$ cat src/hdl/numa_page_node_select_assert.svh
// ----------------------------------------------------------------------------
// numa_page_node_select assertion macros
// Clocked implication checks used by the node selector top level.
// ----------------------------------------------------------------------------
`ifndef NUMA_PAGE_NODE_SELECT_ASSERT_SVH
`define NUMA_PAGE_NODE_SELECT_ASSERT_SVH

// same-cycle implication, disabled during reset
`define NPS_ASSERT_IMP(name, ante, cons) \
  name: assert property (@(posedge clk_i) disable iff (!rst_ni) (ante) |-> (cons)) \
    else $error("nps check failed");

// next-cycle implication, disabled during reset
`define NPS_ASSERT_NXT(name, ante, cons) \
  name: assert property (@(posedge clk_i) disable iff (!rst_ni) (ante) |=> (cons)) \
    else $error("nps check failed");

`endif

$ cat src/hdl/nps_pkg.sv
// ----------------------------------------------------------------------------
// nps_pkg
// Types, codes and constants of the page node selector.
// ----------------------------------------------------------------------------
package nps_pkg;

  localparam int unsigned AddrW     = 64;
  localparam int unsigned PageShift = 12;
  localparam int unsigned PfnW      = AddrW - PageShift;
  localparam int unsigned CellBits  = 4;
  localparam int unsigned NumCells  = PfnW / CellBits;
  localparam int unsigned MaskW     = 16;
  localparam int unsigned NodeW     = 4;
  localparam int unsigned DefMaxNodes = 16;

  typedef enum logic [1:0] {
    ModeAny        = 2'd0,
    ModeBind       = 2'd1,
    ModePreferred  = 2'd2,
    ModeInterleave = 2'd3
  } mode_e;

  typedef enum logic [1:0] {
    OutAny       = 2'd0,
    OutStrict    = 2'd1,
    OutPreferred = 2'd2,
    OutFail      = 2'd3
  } outcome_e;

  typedef enum logic [1:0] {
    RegMode   = 2'd0,
    RegTarget = 2'd1,
    RegMask   = 2'd2
  } reg_e;

  typedef struct packed {
    mode_e              mode;
    logic [NodeW-1:0]   target;
    logic [MaskW-1:0]   mask;
  } cfg_t;

endpackage

$ cat src/hdl/nps_mod_cell.sv
// ----------------------------------------------------------------------------
// nps_mod_cell
// One link of the remainder chain: folds four page frame bits into the
// running remainder modulo the node count and hands the beat on.
// ----------------------------------------------------------------------------
module nps_mod_cell #(
  parameter int unsigned RemW = 4,
  parameter int unsigned CntW = 5
) (
  input  logic                      clk_i,
  input  logic                      rst_ni,
  input  logic [CntW-1:0]           count_i,
  input  logic                      valid_i,
  output logic                      ready_o,
  input  logic [nps_pkg::PfnW-1:0]  pfn_i,
  input  logic [RemW-1:0]           rem_i,
  output logic                      valid_o,
  input  logic                      ready_i,
  output logic [nps_pkg::PfnW-1:0]  pfn_o,
  output logic [RemW-1:0]           rem_o
);
  import nps_pkg::*;

  logic                valid_q;
  logic [PfnW-1:0]     pfn_q, pfn_d;
  logic [RemW-1:0]     rem_q, rem_d;
  logic                load;

  assign ready_o = !valid_q || ready_i;
  assign load    = valid_i && ready_o;

  always_comb begin
    logic [RemW:0]       t;
    logic [RemW:0]       cnt_ext;
    logic [RemW-1:0]     r;
    logic [CellBits-1:0] dig;
    cnt_ext = (RemW+1)'(count_i);
    dig     = pfn_i[PfnW-1 -: CellBits];
    r       = rem_i;
    for (int k = 0; k < CellBits; k++) begin
      t = {r, dig[CellBits-1-k]};
      if (t >= cnt_ext) begin
        t = t - cnt_ext;
      end
      r = t[RemW-1:0];
    end
    rem_d = r;
    pfn_d = pfn_i << CellBits;
  end

  always_ff @(posedge clk_i or negedge rst_ni) begin
    if (!rst_ni) begin
      valid_q <= 1'b0;
    end else if (ready_o) begin
      valid_q <= valid_i;
    end
  end

  always_ff @(posedge clk_i) begin
    if (load) begin
      pfn_q <= pfn_d;
      rem_q <= rem_d;
    end
  end

  assign valid_o = valid_q;
  assign pfn_o   = pfn_q;
  assign rem_o   = rem_q;

endmodule

$ cat src/hdl/nps_select.sv
// ----------------------------------------------------------------------------
// nps_select
// Output stage: maps the remainder to the n-th enabled node, applies the
// policy mode and holds the result beat until it is taken.
// ----------------------------------------------------------------------------
module nps_select #(
  parameter int unsigned Lanes = 16,
  parameter int unsigned RemW  = 4
) (
  input  logic                        clk_i,
  input  logic                        rst_ni,
  input  nps_pkg::cfg_t               cfg_i,
  input  logic                        valid_i,
  output logic                        ready_o,
  input  logic [RemW-1:0]             rem_i,
  output logic                        valid_o,
  input  logic                        ready_i,
  output nps_pkg::outcome_e           outcome_o,
  output logic [nps_pkg::NodeW-1:0]   node_o
);
  import nps_pkg::*;

  localparam logic [MaskW-1:0] LaneMask = MaskW'((17'd1 << Lanes) - 17'd1);

  logic              valid_q;
  outcome_e          outcome_q, outcome_d;
  logic [NodeW-1:0]  node_q, node_d;
  logic [NodeW-1:0]  pick;
  logic [MaskW-1:0]  lane_mask;

  assign lane_mask = cfg_i.mask & LaneMask;
  assign ready_o   = !valid_q || ready_i;

  always_comb begin
    logic [MaskW-1:0] below;
    pick = '0;
    for (int i = 0; i < Lanes; i++) begin
      below = lane_mask & ((MaskW'(1) << i) - MaskW'(1));
      if (lane_mask[i] && ($countones(below) == int'(rem_i))) begin
        pick = NodeW'(i);
      end
    end
  end

  always_comb begin
    outcome_d = OutAny;
    node_d    = '0;
    case (cfg_i.mode)
      ModeBind: begin
        outcome_d = OutStrict;
        node_d    = cfg_i.target;
      end
      ModePreferred: begin
        outcome_d = OutPreferred;
        node_d    = cfg_i.target;
      end
      ModeInterleave: begin
        if (lane_mask == '0) begin
          outcome_d = OutFail;
        end else begin
          outcome_d = OutStrict;
          node_d    = pick;
        end
      end
      default: begin
        outcome_d = OutAny;
        node_d    = '0;
      end
    endcase
  end

  always_ff @(posedge clk_i or negedge rst_ni) begin
    if (!rst_ni) begin
      valid_q <= 1'b0;
    end else if (ready_o) begin
      valid_q <= valid_i;
    end
  end

  always_ff @(posedge clk_i) begin
    if (valid_i && ready_o) begin
      outcome_q <= outcome_d;
      node_q    <= node_d;
    end
  end

  assign valid_o   = valid_q;
  assign outcome_o = outcome_q;
  assign node_o    = node_q;

endmodule

$ cat src/hdl/numa_page_node_select.sv
// ----------------------------------------------------------------------------
// numa_page_node_select
// Page placement node selector with bind, preferred and interleave policies.
// ----------------------------------------------------------------------------
// One address beat in and one result beat out per cycle while the receiver
// is ready. The page frame number (address bits 63:12) runs through a
// row of 13 remainder cells, each folding 4 bits into the remainder modulo
// the enabled node count, followed by one output register that picks the
// node and holds the result. Interleave uses mask bits below MAX_NODES (at
// most 16); an empty set yields the fail outcome. Write registers only while
// no beat is in flight.
// ----------------------------------------------------------------------------
module numa_page_node_select #(
  parameter int unsigned MAX_NODES = nps_pkg::DefMaxNodes
) (
  input  logic         clk_i,
  input  logic         rst_ni,
  // slave stream; tdata: virt_address[63:0]
  input  logic         s_axis_tvalid_i,
  output logic         s_axis_tready_o,
  input  logic [63:0]  s_axis_tdata_i,
  // master stream; tdata: outcome[1:0], chosen_node[5:2], zero[7:6]
  output logic         m_axis_tvalid_o,
  input  logic         m_axis_tready_i,
  output logic [7:0]   m_axis_tdata_o,
  // register port
  input  logic         psel,
  input  logic         penable,
  input  logic         pwrite,
  input  logic [3:0]   paddr,
  input  logic [31:0]  pwdata,
  output logic [31:0]  prdata,
  output logic         pready
);
  import nps_pkg::*;

  localparam int unsigned Lanes = (MAX_NODES < MaskW) ? MAX_NODES : MaskW;
  localparam int unsigned RemW  = $clog2(Lanes);
  localparam int unsigned CntW  = $clog2(Lanes + 1);

  cfg_t              cfg_q;
  logic              wr_en;
  reg_e              reg_sel;
  logic [CntW-1:0]   node_cnt;

  logic              vld [NumCells+1];
  logic              rdy [NumCells+1];
  logic [PfnW-1:0]   pfn [NumCells+1];
  logic [RemW-1:0]   rem [NumCells+1];

  outcome_e          outcome;
  logic [NodeW-1:0]  node;

  assign pready  = 1'b1;
  assign wr_en   = psel && penable && pwrite && pready;
  assign reg_sel = reg_e'(paddr[3:2]);

  always_ff @(posedge clk_i or negedge rst_ni) begin
    if (!rst_ni) begin
      cfg_q <= '0;
    end else if (wr_en) begin
      case (reg_sel)
        RegMode:   cfg_q.mode   <= mode_e'(pwdata[1:0]);
        RegTarget: cfg_q.target <= pwdata[NodeW-1:0];
        RegMask:   cfg_q.mask   <= pwdata[MaskW-1:0];
        default: ;
      endcase
    end
  end

  always_comb begin
    case (reg_sel)
      RegMode:   prdata = 32'(cfg_q.mode);
      RegTarget: prdata = 32'(cfg_q.target);
      RegMask:   prdata = 32'(cfg_q.mask);
      default:   prdata = '0;
    endcase
  end

  assign node_cnt = CntW'($countones(cfg_q.mask[Lanes-1:0]));

  assign vld[0]          = s_axis_tvalid_i;
  assign s_axis_tready_o = rdy[0];
  assign pfn[0]          = s_axis_tdata_i[AddrW-1:PageShift];
  assign rem[0]          = '0;

  for (genvar c = 0; c < NumCells; c++) begin : g_cell
    nps_mod_cell #(
      .RemW (RemW),
      .CntW (CntW)
    ) u_cell (
      .clk_i   (clk_i),
      .rst_ni  (rst_ni),
      .count_i (node_cnt),
      .valid_i (vld[c]),
      .ready_o (rdy[c]),
      .pfn_i   (pfn[c]),
      .rem_i   (rem[c]),
      .valid_o (vld[c+1]),
      .ready_i (rdy[c+1]),
      .pfn_o   (pfn[c+1]),
      .rem_o   (rem[c+1])
    );
  end

  nps_select #(
    .Lanes (Lanes),
    .RemW  (RemW)
  ) u_select (
    .clk_i     (clk_i),
    .rst_ni    (rst_ni),
    .cfg_i     (cfg_q),
    .valid_i   (vld[NumCells]),
    .ready_o   (rdy[NumCells]),
    .rem_i     (rem[NumCells]),
    .valid_o   (m_axis_tvalid_o),
    .ready_i   (m_axis_tready_i),
    .outcome_o (outcome),
    .node_o    (node)
  );

  assign m_axis_tdata_o = {2'b00, node, outcome};

`include "numa_page_node_select_assert.svh"

  `NPS_ASSERT_IMP(a_fail_only_empty, m_axis_tvalid_o && outcome == OutFail, cfg_q.mode == ModeInterleave && node_cnt == '0 && node == '0)
  `NPS_ASSERT_IMP(a_any_node_zero, m_axis_tvalid_o && outcome == OutAny, node == '0 && cfg_q.mode == ModeAny)
  `NPS_ASSERT_IMP(a_interleave_enabled, m_axis_tvalid_o && cfg_q.mode == ModeInterleave && outcome == OutStrict, cfg_q.mask[node] && node_cnt != '0)
  `NPS_ASSERT_IMP(a_preferred_target, m_axis_tvalid_o && outcome == OutPreferred, node == cfg_q.target)
  `NPS_ASSERT_NXT(a_entry_taken, s_axis_tvalid_i && s_axis_tready_o, vld[1])

endmodule

$ cat config.mk
export PLATFORM = sky130hd
export DESIGN_NAME = numa_page_node_select
export DESIGN_NICKNAME = d
export VERILOG_FILES = /design/src/hdl/nps_pkg.sv /design/src/hdl/nps_mod_cell.sv /design/src/hdl/nps_select.sv /design/src/hdl/numa_page_node_select.sv
export VERILOG_INCLUDE_DIRS = /design/src /design/src/hdl
export SDC_FILE = /design/constraint.sdc
export NUM_CORES = 1
export LEC_CHECK = 0
export ABC_AREA = 1
export BUFFER_PORTS_ARGS = -buffer_cell sky130_fd_sc_hd__buf_2
export CAP_MARGIN = 20
export CORE_MARGIN = 4
export CORE_UTILIZATION = 45
export DETAILED_ROUTE_END_ITERATION = 10
export PLACE_DENSITY = 0.69
export REMOVE_ABC_BUFFERS = 1
export SLEW_MARGIN = 30
export SYNTH_ARGS = -nofsm -noshare
export SYNTH_HDL_FRONTEND = slang
export SYNTH_SLANG_ARGS = --single-unit
$ cat constraint.sdc
create_clock -name clk_i -period 14.05 [get_ports clk_i]
set_clock_uncertainty 0.2 [all_clocks]
set_input_delay 1.405 -clock clk_i [delete_from_list [all_inputs] [get_ports clk_i]]
set_output_delay 1.405 -clock clk_i [all_outputs]
set_load 0.02 [all_outputs]
==> metrics list, run 1 <==
- Measured along the x axis, the die boundary spans 248.8 um.
- Crit-path max FO: 20
- Input and output buffers added on the ports amount to 100.
- Maximum cell stage delay along the critical path: 0.95 ns
- The critical path is of the flop to flop type.
* Total clock buffers created by CTS: 44
- Entering global routing, the biggest net connects 53 pins.
- Relative to the synthesized area, the layout overhead comes to 11.05%.
* Sort of element at the start of the critical path: flop
* Overflow left after global routing: 0
- The most numerous cell type found on the critical path is sky130_fd_sc_hd__inv_1.
- For this design, the sink count on the clock tree is 406.
* Setup Viol. Count Final: 0
* Initial antenna violation count: 0
- Clock-pin slew of the registers on the worst-case setup and hold paths: 0.06 ns
- Before antenna repair, the detailed router went through 7 iterations.
- Number of rows created at floorplan: 87
- Across every metal layer, demand over resource in global routing totals 0.1642.
- Share of synthesized flip-flops with an asynchronous set or reset: 0.08867
* Count of pins over their slew limit: 0
- Final Critical Period: 12.08 ns
* Worst slack after detailed placement: 1.966 ns
- In this run, post-CTS repair resized a total of 0 instances.
* Final antenna diode count: 0
- Slew headroom: 0.4524
- In this run the count of I/O pins placed on the die edge is 150.
- The detail route stage leaves a number of antenna-violating nets equal to 0.
- Floorplan Core Area: 56930 sq um
- Data on the critical path arrives at its endpoint at 12.21 ns.
* Die Footprint: 61880 sq um
* Slew of the pin with the lowest slew margin: 0.8205 ns
* H-tree depth: 2
* Required time at the endpoint of the critical path: 14.18 ns
- Number of distinct library cells after synthesis: 56
- The worst path meets setup with 1.970 ns of slack.
- The initial utilization of the core area, before any placement, comes to 0.4582.
- Summed over all instances, the cell type with the most area after synthesis is sky130_fd_sc_hd__edfxtp_1.
* Final-report hold violation count: 0
- Yosys mapped a number of flops with a built-in enable equal to 370.
- Of the synthesized area, sequential elements account for 0.4605.
* Result of the run: complete, no violations
- Final period util: 0.8598
- Non-filler cells, final: 3517
- Setup repair after global routing left no endpoint under its margin.
- The tool flagged a number of max-cap violations equal to 0.
- Synthesis produced 2583 cells.
- Post-Route Setup TNS: 0 ns
* Fin nets: 3193
* Clk Tree Root Cell: sky130_fd_sc_hd__clkbuf_16
- Top-area cell type share of the netlist area: 0.4259
- Residual DRC: 0
- Derived from the worst setup path, the maximum achievable clock frequency is 82.78 MHz.
- The library cell used most frequently in the layout, excluding fill and tap cells, is sky130_fd_sc_hd__nand2_1.
- For this design, the slowest cell found on the critical path is sky130_fd_sc_hd__fa_2.
* Clock latency of the later-clocked register in the worst-skew pair: 0.58 ns
* Top library cells by usage in the layout, fill and taps aside: 490 x sky130_fd_sc_hd__nand2_1, 390 x sky130_fd_sc_hd__inv_1, 370 x sky130_fd_sc_hd__edfxtp_1
- Synth Register Bits: 406
- Detailed routing inserted a total of 17930 vias.
* Critical Path Sink Type: flop
- Buffers added to address setup during post-CTS repair amount to 0.
- Synthesized area per cell: 10.10 sq um
- After detailed routing, the average wire length per cell comes to 14.48 um.
* Vias per inst: 5.097
* Via count of the first global-routing pass: 18430
* Clock tree from TritonCTS: done
* Synthesized area: 26090 sq um
- Most frequently used flop master after synthesis: sky130_fd_sc_hd__edfxtp_1
- Including well taps, the total number of placed cells is 3441.
- In this run, post-CTS hold repair placed 0 buffers.
- Hold Crit Class: flop to flop
* Final GP Congestion: 0.8906
- Total wirelength of the detailed-routed design: 50930 um
- Post-DP HPWL: 37170 um
- Chip Height: 248.8 um
- During synthesis, Yosys emitted a total of 0 warnings.
- The first routing iteration left 949 violations.
* Share of cells above drive strength 1: 0.1173
- In the post-synthesis netlist, the biggest area contributors are sky130_fd_sc_hd__edfxtp_1 43%, sky130_fd_sc_hd__ha_1 13%, sky130_fd_sc_hd__nand2_1 7.1%.
- Bufs on Longest Clock Path: 3
* Wire length of the first global-routing pass: 86190 um
==> critical path: cells and delay by family (launching register included) <==
| family | cells | cell delay, ns |
|---|---|---|
| fa+ha+maj | 12 | 5.21 |
| compound gates | 12 | 2.70 |
| simple gates | 15 | 1.72 |
| buf+inv | 11 | 1.54 |
| flops | 1 | 0.44 |
==> stage by stage <==
step                        util  hold WS, ns  instance area [sq um]
final                     0.5088       0.2117                  28970
after global routing      0.5088       0.2167                  28970
after CTS                 0.5088       0.2149                  28970
after detailed placement  0.4840       0.2045                  27560
after global placement    0.4839       0.2007                  27550
after floorplan                -       0.2003                  25910
==> layer usage <==
metal / part of all wire / up-vias / GRT usage / routed length [um]
li1: - / 8983 / - / -
met1: 0.43 / 8521 / 0.2063 / 21960
met2: 0.50 / 327 / 0.2929 / 25660
met3: 0.040 / 96 / 0.02360 / 2050
met4: 0.025 / 0 / 0.05305 / 1251
met5: 0 / - / 0 / 0
==> state kept, by name, summed over array words and instances (netlist names) <==
signal,count
cfg_q,22
g_cell.u_cell.pfn_o,312
g_cell.u_cell.rem_o,52
g_cell.u_cell.valid_o,13
u_select.node_o,4
u_select.outcome_o,2
u_select.valid_o,1
==> synth_stat cells, types with 9 or more instances <==
master / n
sky130_fd_sc_hd__nand2_1: 490
sky130_fd_sc_hd__inv_1: 393
sky130_fd_sc_hd__edfxtp_1: 370
sky130_fd_sc_hd__ha_1: 280
sky130_fd_sc_hd__o21ai_0: 145
sky130_fd_sc_hd__a21oi_1: 128
sky130_fd_sc_hd__nand3_1: 126
sky130_fd_sc_hd__nor2_1: 112
sky130_fd_sc_hd__xor2_1: 78
sky130_fd_sc_hd__fa_1: 75
sky130_fd_sc_hd__xnor2_1: 42
sky130_fd_sc_hd__nand2_2: 37
sky130_fd_sc_hd__dfrtp_1: 36
sky130_fd_sc_hd__and2_1: 24
sky130_fd_sc_hd__nand3_2: 22
sky130_fd_sc_hd__buf_4: 20
sky130_fd_sc_hd__nand2_4: 17
sky130_fd_sc_hd__o21ai_1: 16
sky130_fd_sc_hd__o31ai_1: 15
sky130_fd_sc_hd__a31oi_1: 13
sky130_fd_sc_hd__a211oi_1: 12
sky130_fd_sc_hd__nor3_1: 12
sky130_fd_sc_hd__o21ai_2: 10
sky130_fd_sc_hd__or2_2: 9
==> cell type report <==
| class | instances | area [sq um] |
|---|---|---|
| clock buffer | 51 | 1137 |
| sequential | 406 | 12010 |
| fill | 4891 | 27960 |
| multi-input combinational | 1757 | 12440 |
| timing repair buffer | 119 | 645.6 |
| tap | 756 | 945.9 |
| inverter | 403 | 1515 |
| clock inverter | 25 | 272.8 |
==> kinds of logic (layout without fill, tap and decap cells) <==
kind of cell / after synthesis / count (layout) / share of synthesized area
compound gates: 374 / 374 / 0.08058
mux: 4 / 4 / 0.001727
buf+inv: 437 / 598 / 0.06734
flops: 406 / 406 / 0.4605
simple gates: 885 / 885 / 0.1574
other cells: 2 / 19 / 0.0002879
xor+xnor: 120 / 120 / 0.04029
fa+ha+maj: 355 / 355 / 0.1919
==> final timing paths <==
check | cells past startpoint | from | slack (ns) | end
max | 50 | cfg_q[0]$_DFFE_PN0P_ | 1.97 | g_cell[4].u_cell.rem_o[2]$_DFFE_PP_
min | 0 | g_cell[2].u_cell.pfn_o[12]$_DFFE_PP_ | 0.21 | g_cell[3].u_cell.pfn_o[16]$_DFFE_PP_
min reg2reg | 0 | g_cell[2].u_cell.pfn_o[12]$_DFFE_PP_ | 0.21 | g_cell[3].u_cell.pfn_o[16]$_DFFE_PP_
max reg2reg | 50 | cfg_q[0]$_DFFE_PN0P_ | 1.97 | g_cell[4].u_cell.rem_o[2]$_DFFE_PP_
min in group asynchronous | 1 | rst_ni | 0.60 | cfg_q[21]$_DFFE_PN0P_
max in group asynchronous | 1 | rst_ni | 12.69 | g_cell[3].u_cell.valid_o$_DFFE_PN0P_
Power of run 1 is not shown: default switching activity piles up to over one toggle a cycle in this logic, so the estimate is an artifact.
==> run 2, diff against run 1 <==
--- a/config.mk
+++ b/config.mk
@@ -10,10 +10,11 @@
 export BUFFER_PORTS_ARGS = -buffer_cell sky130_fd_sc_hd__buf_2
 export CAP_MARGIN = 20
 export CORE_MARGIN = 4
-export CORE_UTILIZATION = 45
+export CORE_UTILIZATION = 30
 export DETAILED_ROUTE_END_ITERATION = 10
-export PLACE_DENSITY = 0.69
+export PLACE_DENSITY = 0.52
 export REMOVE_ABC_BUFFERS = 1
+export SKIP_LAST_GASP = 1
 export SLEW_MARGIN = 30
 export SYNTH_ARGS = -nofsm -noshare
 export SYNTH_HDL_FRONTEND = slang
==> metrics list, run 2 (synthesis results as in run 1) <==
- Maximum achievable frequency: 82.34 MHz
* Startpoint of the lowest-slack hold path: g_cell[6].u_cell.pfn_o[33]$_DFFE_PP_
* Count of pins over their slew limit: 0
- After global routing the overflow that remains totals 0.
- Depth of the most critical reg-to-reg path: 49
- Share of cells above drive strength 1: 0.1221
* WHS Endpoint: g_cell[7].u_cell.pfn_o[37]$_DFFE_PP_
- Max-cap violation count: 0
- Synthesis-to-layout area growth: 13.62%
- Wire length of the first global-routing pass: 85780 um
* Post-Route Setup TNS: 0 ns
- The worst setup path is captured at a flop.
- The smallest clock period supported by the final layout is computed as 12.15 ns.
- H-tree depth: 2
- Number of buffers added for setup after CTS: 0
- Number of rows created at floorplan: 107
- The setup path with the least slack is of type flop to flop.
- In this run, the number of DRC markers left after iteration 0 of detailed routing was 853.
- The run finished with clean final reports.
* Crit-path max FO: 26
* Critical path's most frequent cell: sky130_fd_sc_hd__inv_1
* Sequential cell area: 12010 sq um
- Die X-Extent: 302.9 um
- Data on the critical path arrives at its endpoint at 12.29 ns.
* Slew headroom: 0.3781
- Hold-critical path depth: 0
- Number of gates resized after CTS: 0
- The worst register-to-register path has a setup slack of 1.90 ns.
- For this run, the slowest stage of the critical path takes 0.74 ns.
- Worst-path cell with the longest stage delay: sky130_fd_sc_hd__clkinv_2
- At the end of the flow, the number of nets in the layout was 3201.
- Setup violations remaining at the end of the flow were counted as 0.
- Critical register-to-register path endpoint: g_cell[2].u_cell.rem_o[2]$_DFFE_PP_
- Final antenna diode count: 0
- Die Footprint: 91730 sq um
- STA classifies the critical path startpoint as a flop.
- Input and output buffers added on the ports amount to 100.
- DR pass1 iterations: 5
- Chip Height: 302.9 um
* Clock-pin slew of the registers on the worst-case setup and hold paths: 0.06 ns
* CP startpoint: cfg_q[0]$_DFFE_PN0P_
* Total number of vias: 17160
- Slew of the pin with the lowest slew margin: 0.9319 ns
* Total clock buffers created by CTS: 48
- After detailed routing, the average wire length per cell comes to 13.08 um.
- The path class of the tightest hold or removal check is flop to flop.
- The wire-length estimate of the detail-placed layout is 37320 um.
- Clock tree synthesis found a total of 406 sinks.
- Final GP Congestion: 0.7765
- Worst slack after detailed placement: 1.735 ns
* Largest net degree at the start of global routing: 53
- Required time at the endpoint of the critical path: 14.19 ns
- Clock latency of the later-clocked register in the worst-skew pair: 0.59 ns
- The via count of the first global-routing pass was 17040.
- In the routed design, unresolved DRC markers number 0.
* Final-report hold violation count: 0
- Total wirelength of the detailed-routed design: 51280 um
- # fillers: 8716
- Final cell utilization of the core: 0.3459
* Bufs on Longest Clock Path: 3
- After detailed routing, the number of vias per cell comes to 4.375.
- For this run, the total global-route usage over all layers was measured as 0.1141.
- The cell sitting at the root of the clock tree is a sky130_fd_sc_hd__clkbuf_16.
- Hold_buf cts: 0
* Final period util: 0.8644
- Final setup margin: 1.905 ns
- Reg2reg start: cfg_q[0]$_DFFE_PN0P_
- Unrepaired setup endpoints after global routing: false
* Floorplan Core Area: 85680 sq um
- Final worst hold slack: 0.2088 ns
- Clock tree from TritonCTS: done
- The register with the most flip-flops in the layout has 312 of them.
- The number of antenna violations at the first check in global routing came to 0.
- Pin placement for this block handled 150 I/O pins.
- The count of nets left with antenna violations once routing finished came out at 0.
- Most common library cell in the layout ignoring fill and taps: sky130_fd_sc_hd__nand2_1
- Area occupied by multi-input gates: 12430 sq um
- The initial utilization of the core area, before any placement, comes to 0.3044.
- Top library cells by usage in the layout, fill and taps aside: 490 x sky130_fd_sc_hd__nand2_1, 390 x sky130_fd_sc_hd__inv_1, 370 x sky130_fd_sc_hd__edfxtp_1
==> run 2: cell types whose count changed in the layout (fill, tap and decap cells not counted), sizes merged <==
| cell | delta |
|---|---|
| clkinv | +7 |
| clkbuf | +4 |
| buf | +4 |
| clkinvlp | +2 |
| bufinv | -1 |
==> run 2: worst max-delay path by stage <==
stage	to	slack, ns
CTS	g_cell[2].u_cell.rem_o[2]$_DFFE_PP_	1.70
finish	g_cell[2].u_cell.rem_o[2]$_DFFE_PP_	1.90
global route	g_cell[12].u_cell.rem_o[3]$_DFFE_PP_	0.69
detailed placement	g_cell[2].u_cell.rem_o[2]$_DFFE_PP_	1.73
floorplan	g_cell[5].u_cell.rem_o[1]$_DFFE_PP_	1.14
global placement	g_cell[12].u_cell.rem_o[1]$_DFFE_PP_	1.86
==> run 2: layout make-up <==
cell class / count / area share
tap: 1144 / 0.04830
clock buffer: 55 / 0.04175
inverter: 403 / 0.05117
clock inverter: 33 / 0.01077
sequential: 406 / 0.4053
multi-input combinational: 1757 / 0.4195
timing repair buffer: 123 / 0.02322
==> run 2: worst max-delay path, delay by kind of cell (launching register included) <==
family                     cells  cell delay, ns
adders and majority gates     11            4.75
AOI/OAI and AO/OA             12            2.79
DFF                            1            0.44
buffers and inverters         10            2.13
and+or+nand+nor               16            1.55
==> run 2: per-layer routing <==
metal / wire, um / up-vias / GRT usage / part of all wire
met1: 23770 / 7914 / 0.1473 / 0.46
met4: 867 / 0 / 0.02828 / 0.017
li1: - / 9011 / - / -
met5: 0 / - / 0 / 0
met2: 24850 / 174 / 0.2002 / 0.48
met3: 1794 / 57 / 0.01810 / 0.035
==> run 2: per-stage QoR <==
stage          instance area [sq um]  std cells
6_report                       29640       3921
5_1_grt                        29640       3921
4_1_cts                        29640       3921
3_5_place_dp                   28080       3833
3_3_place_gp                   28080       3833
2_1_floorplan                  25910       2566
Power of run 2 is left out for the same reason.
==> run 3, diff against run 2 <==
--- a/config.mk
+++ b/config.mk
@@ -12,6 +12,7 @@
 export CORE_MARGIN = 4
 export CORE_UTILIZATION = 30
 export DETAILED_ROUTE_END_ITERATION = 10
+export GPL_TIMING_DRIVEN = 0
 export PLACE_DENSITY = 0.52
 export REMOVE_ABC_BUFFERS = 1
 export SKIP_LAST_GASP = 1
==> metrics list, run 3 (synthesis results as in run 1) <==
- Residual DRC: 0
- Buffers inserted to repair hold after CTS numbered 0.
- Total number of vias: 17030
* Unrepaired setup endpoints after global routing: false
- For the worst-skew pair, the clock arrives at the later sink with an insertion delay of 0.59 ns.
* Worst slack after detailed placement: 1.972 ns
- Number of DRC markers after the initial detailed-route iteration: 841
- At the end of routability-driven placement, the weighted congestion stood at 0.7905.
- No sink is reached through more buffers than the 3 on the longest clock path.
- The first detailed-routing pass ran for 5 iterations.
* Number of rows created at floorplan: 107
* Final-report hold violation count: 0
* Clock-pin slew of the registers on the worst-case setup and hold paths: 0.07 ns
- The tightest hold path in the finished design has a slack of 0.2003 ns.
- The routed design has 50790 um of wire.
- Slew headroom: 0.3938
- The floorplan step defined a die boundary enclosing 91730 sq um.
* Drt wl/cell: 12.98 um
- Starting density of the core: 0.3044
- Data arrival at the endpoint of the critical path: 12.11 ns
- Synthesis-to-layout area growth: 14.87%
- The tree is rooted in a sky130_fd_sc_hd__clkbuf_16.
- Final Critical Period: 11.95 ns
- Max reg flops: 312
- 0 antenna diodes ended up in the layout.
- Setup violations remaining at the end of the flow were counted as 0.
- The startpoint identified for the worst register-to-register timing path is cfg_q[0]$_DFFE_PN0P_.
- Count of pins over their slew limit: 0
- Floorplan Core Area: 85680 sq um
- In the final layout, the multi-input gates occupy 12460 sq um.
* H-tree depth: 2
- TritonCTS built the clock tree.
- Along the worst hold path, the cell count comes to 0.
* Crit path kind: flop to flop
- Once routing completed, OpenROAD measured the worst setup slack at 2.099 ns.
* Dominant delay contributor by cell family on the critical path: adder cells
- Count of buffer and inverter cells on the critical path: 11
- Reg2Reg Setup Slack: 2.10 ns
- Required time at the endpoint of the critical path: 14.21 ns
- Counting the buffers created by CTS gives 48.
* Vias per inst: 4.350
- Gates resized during post-CTS repair numbered 0.
- Result of the run: complete, no violations
- Share of cells above drive strength 1: 0.1220
- Remaining antenna violation count: 0
- Chip Height: 302.9 um
* Fin nets: 3195
- Count of buffers inserted at the top-level ports: 100
* Startpoint of the lowest-slack hold path: g_cell[4].u_cell.pfn_o[47]$_DFFE_PP_
* Maximum achievable frequency: 83.68 MHz
- The library cell used most frequently in the layout, excluding fill and tap cells, is sky130_fd_sc_hd__nand2_1.
- The worst setup path is launched from a flop.
- 150 I/O pins were placed.
* Via count of the first global-routing pass: 16890
* Hold Crit Class: flop to flop
- After filler insertion, the fill cell instance count of the layout stands at 8617.
- Post-DP HPWL: 36690 um
- Top library cells by usage in the layout, fill and taps aside: 490 x sky130_fd_sc_hd__nand2_1, 388 x sky130_fd_sc_hd__inv_1, 370 x sky130_fd_sc_hd__edfxtp_1
- Entering global routing, the biggest net connects 54 pins.
- On the worst path, the slowest cell contributes a delay of 1.07 ns.
- The worst register-to-register path has a depth of 50.
- The clock net in this run drives a total of 406 sinks.
- The number of antenna violations at the first check in global routing is 0.
* Critical register-to-register path endpoint: g_cell[4].u_cell.rem_o[2]$_DFFE_PP_
- At the pin with the least slew margin, the transition time is 0.9092 ns.
- Summed over all layers, the global routing overflow is 0.
* Critical path's most frequent cell: sky130_fd_sc_hd__inv_1
- For this run, the total global-route usage over all layers was measured as 0.1136.
- Die X-Extent: 302.9 um
* WHS Endpoint: g_cell[5].u_cell.pfn_o[51]$_DFFE_PP_
- Number of buffers added for setup after CTS: 0
* Wire length of the first global-routing pass: 85240 um
* Logic depth of the worst setup path including buffers: 50
* Worst-path cell with the longest stage delay: sky130_fd_sc_hd__fa_4
- Sequential cell area: 12010 sq um
- Critical Path Sink Type: flop
* Crit-path max FO: 30
* Final period util: 0.8506
* Max-cap violation count: 0
[run 3: changes by cell type in the layout (fill, tap and decap cells not counted), moves of 2 or more]
cell / before / now
sky130_fd_sc_hd__buf_4: 23 / 1
sky130_fd_sc_hd__clkinv_4: 4 / 2
sky130_fd_sc_hd__buf_16: 0 / 9
sky130_fd_sc_hd__inv_1: 390 / 388
sky130_fd_sc_hd__clkinv_2: 8 / 6
sky130_fd_sc_hd__buf_8: 0 / 3
sky130_fd_sc_hd__fa_2: 2 / 0
sky130_fd_sc_hd__fa_4: 0 / 2
sky130_fd_sc_hd__bufinv_16: 3 / 7
sky130_fd_sc_hd__buf_12: 1 / 4
sky130_fd_sc_hd__clkinv_1: 9 / 6
[run 3: through the flow]
stage / util / TNS [ns] / std cells / area [sq um]
global route: 0.3497 / 0 / 3914 / 29970
global placement: 0.3249 / -182.67 / 3810 / 27840
finish: 0.3497 / 0 / 3914 / 29970
detailed placement: 0.3305 / 0 / 3827 / 28320
CTS: 0.3497 / 0 / 3914 / 29970
floorplan: - / 0 / 2566 / 25910
[run 3: worst max path at each step]
stage                         start                                  end  slack (ns)
6_report       cfg_q[0]$_DFFE_PN0P_  g_cell[4].u_cell.rem_o[2]$_DFFE_PP_        2.10
5_1_grt        cfg_q[0]$_DFFE_PN0P_  g_cell[2].u_cell.rem_o[3]$_DFFE_PP_        0.89
4_1_cts        cfg_q[0]$_DFFE_PN0P_  g_cell[4].u_cell.rem_o[2]$_DFFE_PP_        1.95
3_5_place_dp   cfg_q[0]$_DFFE_PN0P_  g_cell[4].u_cell.rem_o[2]$_DFFE_PP_        1.97
3_3_place_gp   cfg_q[0]$_DFFE_PN0P_  g_cell[6].u_cell.rem_o[3]$_DFFE_PP_       -3.81
2_1_floorplan  cfg_q[0]$_DFFE_PN0P_  g_cell[5].u_cell.rem_o[1]$_DFFE_PP_        1.14
[run 3: final cells by class]
class                           instances  area share
Multi-Input combinational cell       1757      0.4160
Clock buffer                           57     0.04188
Clock inverter                         30     0.01303
Inverter                              403     0.05090
Tap cell                             1144     0.04777
Timing Repair Buffer                  117     0.02960
Sequential cell                       406      0.4009
[run 3: layer usage]
layer / GRT usage / share of wire
met1: 0.1468 / 0.46
met5: 0 / 0
met4: 0.02850 / 0.020
met2: 0.1986 / 0.48
met3: 0.01875 / 0.036
Power of run 3 is left out for the same reason.
